===== src/hdl/fwpid_pkg.sv =====
// Shared types and constants of the four-wheel PID speed controller.
`timescale 1ns / 1ps

package fwpid_pkg;

   localparam int NUM_WHEELS = 4;
   localparam int SPEED_W    = 16;
   localparam int YAW_W      = 14;
   localparam int TARGET_W   = 10;
   localparam int GAIN_W     = 16;
   localparam int DRIVE_W    = 8;

   // Packed stream layouts.
   localparam int YAW_LSB    = NUM_WHEELS * SPEED_W;
   localparam int REQ_DATA_W = 80;
   localparam int RSP_DATA_W = NUM_WHEELS * DRIVE_W;

   // Configuration port.
   localparam int CSR_IDX_W  = 3;
   localparam int CSR_DATA_W = 64;
   localparam logic [CSR_IDX_W-1:0] REG_TARGET_SPEED  = 3'd0;
   localparam logic [CSR_IDX_W-1:0] REG_PROP_GAINS    = 3'd1;
   localparam logic [CSR_IDX_W-1:0] REG_INTEG_GAINS   = 3'd2;
   localparam logic [CSR_IDX_W-1:0] REG_DERIV_GAINS   = 3'd3;
   localparam logic [CSR_IDX_W-1:0] REG_FEEDFWD_GAINS = 3'd4;
   localparam logic [TARGET_W-1:0]  TARGET_RESET      = 10'd100;

   // Item kinds.
   localparam logic MODE_TICK  = 1'b0;
   localparam logic MODE_RESET = 1'b1;

   // Control law limits in their fixed-point formats.
   localparam int ERR_GATE   = 240;     // 15 rpm in Q.4
   localparam int INTEG_LIM  = 1920;    // 60 in Q.5
   localparam int DRIVE_MAX  = 65280;   // 255.0 in Q8.8

   // Floor division by five through a reciprocal: exact for values below 2^18.
   localparam int DIV5_MUL   = 209716;
   localparam int DIV5_SHIFT = 20;
   localparam int STEP_BIAS  = 40960;   // makes the scaled delta non-negative

   typedef struct packed {
      logic start;
      logic mode;
   } lane_ctrl_type;

   typedef struct packed {
      logic               done;
      logic [DRIVE_W-1:0] drive;
   } lane_result_type;

endpackage


===== src/hdl/fwpid_merge.sv =====
// Output stage: gathers the four lane drives into one result item and holds it.
`timescale 1ns / 1ps

module fwpid_merge (
   input  logic                                clock,
   input  logic                                reset,
   input  fwpid_pkg::lane_result_type          lane_res [fwpid_pkg::NUM_WHEELS],
   input  logic                                rsp_tready,
   output logic                                rsp_tvalid,
   output logic [fwpid_pkg::RSP_DATA_W-1:0]    rsp_tdata,
   output logic                                released
);
   import fwpid_pkg::*;

   logic                  valid_ff, valid_in;
   logic                  pending_ff, pending_in;
   logic [RSP_DATA_W-1:0] data_ff, data_in;
   logic                  have, load;

   always_comb begin
      have       = lane_res[0].done || pending_ff;
      load       = have && (!valid_ff || rsp_tready);
      pending_in = have && !load;
      if (load) begin
         valid_in = 1'b1;
      end else if (rsp_tready) begin
         valid_in = 1'b0;
      end else begin
         valid_in = valid_ff;
      end
      data_in = data_ff;
      if (load) begin
         for (int i = 0; i < NUM_WHEELS; i++) begin
            data_in[i*DRIVE_W +: DRIVE_W] = lane_res[i].drive;
         end
      end
   end

   always_ff @(posedge clock) begin
      if (reset) begin
         valid_ff   <= 1'b0;
         pending_ff <= 1'b0;
      end else begin
         valid_ff   <= valid_in;
         pending_ff <= pending_in;
      end
      data_ff <= data_in;
   end

   assign rsp_tvalid = valid_ff;
   assign rsp_tdata  = data_ff;
   assign released   = load;

   a_lanes_agree: assert property (@(posedge clock) disable iff (reset)
      (lane_res[0].done == lane_res[1].done) && (lane_res[0].done == lane_res[2].done)
      && (lane_res[0].done == lane_res[3].done))
      else $error("lanes finished in different cycles");

   a_pending_only_when_full: assert property (@(posedge clock) disable iff (reset)
      pending_ff |-> valid_ff)
      else $error("result held back although the output register was free");

endmodule


===== config.mk =====
export PLATFORM = sky130hd
export DESIGN_NAME = fwpid_merge
export DESIGN_NICKNAME = d
export VERILOG_FILES = /design/src/hdl/fwpid_pkg.sv /design/src/hdl/fwpid_merge.sv
export SDC_FILE = /design/constraint.sdc
export NUM_CORES = 1
export LEC_CHECK = 0
export BUFFER_PORTS_ARGS = -buffer_cell sky130_fd_sc_hd__clkbuf_2
export CAP_MARGIN = 20
export CORE_ASPECT_RATIO = 1.75
export CORE_MARGIN = 2
export CORE_UTILIZATION = 42
export DETAILED_ROUTE_END_ITERATION = 10
export PLACE_DENSITY_LB_ADDON = 0.05
export SYNTH_ARGS = -nofsm -noshare
export SYNTH_HDL_FRONTEND = slang
export SYNTH_SLANG_ARGS = --single-unit

===== constraint.sdc =====
create_clock -name clock -period 4 [get_ports clock]
set_clock_uncertainty 0.15 [all_clocks]
set_input_delay 0.2 -clock clock [delete_from_list [all_inputs] [get_ports clock]]
set_output_delay 0.2 -clock clock [all_outputs]
set_load 0.01 [all_outputs]

==> results.md <==
* Slew margin rel. at a little over two fifths
* Post-DR wirelength/cell at around 13 µm
* Reg2Reg Setup Slack at around 2.3 ns
* CTS tree: built
* Initial DRC count at 8
* Die Width at 42.0 µm
* Syn Nets at between 70 and 80
* Crit path max-delay cell type: nor2b_4
* Share of layout cells above drive strength 1 at between 50% and 60%
* Setup violators final at 0
* Finished Layout Cells at 175
* Area contributors post-synth: edfxtp_1, dfxtp_1, nand2b_4, nor2b_4, nor2_4
* Vias per std cell at between 4 and 5
* Leakage at slightly above 0.0008 µW
* Maximum fanout along the worst path at 33
* Clk Tree Root Cell: clkbuf_8
* Achievable frequency at slightly below 500 MHz
* PostCTS Resize Cnt at 0
* Die footprint at 0.00295 mm²
* Initial antenna violation count at 0
* Final net count at 187
* Skew-Pair Late Insertion Delay at ~0.27 ns
* Cts hold-fix bufs at 33
* CTS buffer count at 5
* Antenna Violating Nets Remaining at 0
* First-pass GRT wire length at approximately 3600 µm
* Worst reg2reg path endpoint: rsp_tdata[6]
* Vias in the first global route at between 800 and 900
* Standard-cell row count at 24
* Fillers at 151
* Post-route setup TNS at 0 ns
* VDD IR max at between 0.3 and 0.4 mV
* Area Overhead vs Synth at 74.6%
* CP endpoint kind: output port
* Worst hold endpoint: pending_ff
* Worst hold start: rsp_tready
* WHS Path Cells at 3
* Main synth FF type: edfxtp_1
* WS Path Type: reg -> out
* WP data arrival at around 1.7 ns
* Dpl cells at 134
* Global Route Usage Sum at about 17%
* Final Wtd Congestion at ~0.7
* First-pass DRT Iterations at 2
* Status: complete, no violations
* Cell depth of the worst flop-to-flop path at 2
* EDFF count, synth at 32
* Part of the cycle the worst path needs at between 50% and 60%
* DRC at 0
* Clk buf depth at 2
* Count leader, synth: edfxtp_1
* # clock sinks at 34
* Sw Share at 20.8%
* Netlist cell types at 7
* Seq/Total Area, Yosys at between 90% and 100%
* Crit-path max cell delay at between 0.7 and 0.8 ns
* Final hold vios at 0
* Synth area leader: edfxtp_1
* Diodes inserted at 0
* Pint at between 500 and 600 µW
* Setup crit start kind: register
* Minimum clock period at 2.02 ns
* Hold crit path type: in -> reg
* Cell Area, Synth at ~0.0011 mm²
* Logic gate share of total power at between 10 and 15%
* Post-Route WL at about 2300 µm
* Total of max-cap violations at 0
* Clock share of power at 30.7%
* Initial Utilization at roughly 44%
* Net Sw Power at 153 µW
* Synth Warn # at 0
* Async SR Flop Fraction at 0%
* Clock slew at reported path FFs at roughly 0.06 ns
* Post-CTS setup buffer count at 0
* Commonest cells post-synth: edfxtp_1, dfxtp_1
* Ports at 73
* Critical path, cell by cell: nand2b_4 > nor2b_4 > clkbuf_2
* RSZ-0062 raised after global routing: false
* Seq pwr share at roughly 57%
* Area fraction of the dominant cell type after synthesis at about nine tenths
* Core footprint at about 0.0024 mm²
* Synth Register Bits at 34
* Worst-Margin Slew at 0.853 ns
* R2r startpoint: rsp_tvalid
* Mapped Cells at 39
* Largest net degree at the start of global routing at 34
* Die height at just over 70 µm
* Critical Path RT at ~3.7 ns
* Vias at between 700 and 800
* H-Tree Depth at 2
* Pwr dens at roughly 400 mW/mm²
* Max-slew violation total from the final report at 0
* Avg Cell Area, Syn at between 20 and 30 µm²
* Congestion Overflow GR at 0
* PortBufs at 69
## registers in the layout, indices dropped and copies added (netlist names)
name and count:
pending_ff 1, rsp_tdata 32, rsp_tvalid 1
## critical path, delay by kind of cell, from the launching register on
family        cells  cell delay [ns]
flops             1             0.33
buf+inv           1             0.26
simple gates      2             0.80
## layout make-up
| class | count | area [µm²] | share of cell area (%) |
|---|---|---|---|
| Sequential cell | 34 | 1000 | 54.2 |
| Multi-Input combinational cell | 5 | 57.6 | 3.11 |
| Tap cell | 26 | 32.5 | 1.76 |
| Clock buffer | 6 | 72.6 | 3.93 |
| Clock inverter | 2 | 8.76 | 0.474 |
| Timing Repair Buffer | 102 | 676 | 36.6 |
## routing by layer
metal	up-vias	routed length, µm	track usage [%]
met5	-	0	0
met4	0	63	7.17
met3	6	174	6.72
met2	50	1350	32.3
met1	360	701	14.9
li1	369	-	-
## cell families after synthesis
logic type       share of synthesized area (%)
flip-flops                                94.6
AND/OR/NAND/NOR                           4.61
AO/OA/AOI/OAI                            0.828
## stage by stage
stage	cell area, µm²	setup WS, ns	util, %	hold slack, ns	power (µW)
3_5_place_dp	1440	2.24	59.1	0.229	494
3_3_place_gp	1440	2.28	59.1	0.228	492
5_1_grt	1850	1.84	76.0	0.0536	770
6_report	1850	1.98	76.0	0.0571	738
2_1_floorplan	1060	2.43	-	0.112	453
4_1_cts	1850	1.93	76.0	0.0421	747
## worst max path at each step
| stage | start | to | slack (ns) | cells past startpoint |
|---|---|---|---|---|
| 3_3_place_gp | rsp_tready | released | 2.28 | 4 |
| 2_1_floorplan | rsp_tvalid | rsp_tdata[0] | 2.43 | 2 |
| 5_1_grt | rsp_tvalid | released | 1.84 | 3 |
| 6_report | rsp_tvalid | released | 1.98 | 3 |
| 3_5_place_dp | rsp_tvalid | released | 2.24 | 3 |
| 4_1_cts | rsp_tvalid | released | 1.93 | 3 |
## cells in the final DEF (no fill, tap or decap)
cell type       n
clkbuf_2       69
dlygate4sd3_1  33
edfxtp_1       32
clkbuf_8        5
dfxtp_1         2
nor2_4          1
nand2b_4        1
nor2b_4         1
a21oi_2         1
nor3_2          1
clkinv_2        1
clkbuf_1        1
clkinv_1        1
## power by group through the flow
stage | combinational, µW | sequential [µW] | clock [µW]
2_1_floorplan | 11.4 | 442 | 0
3_3_place_gp | 62.4 | 429 | 0
3_5_place_dp | 63.5 | 430 | 0
4_1_cts | 89.0 | 423 | 236
5_1_grt | 95.9 | 424 | 250
6_report | 88.9 | 423 | 226
No activity file was read; power rests on OpenSTA's default activity.
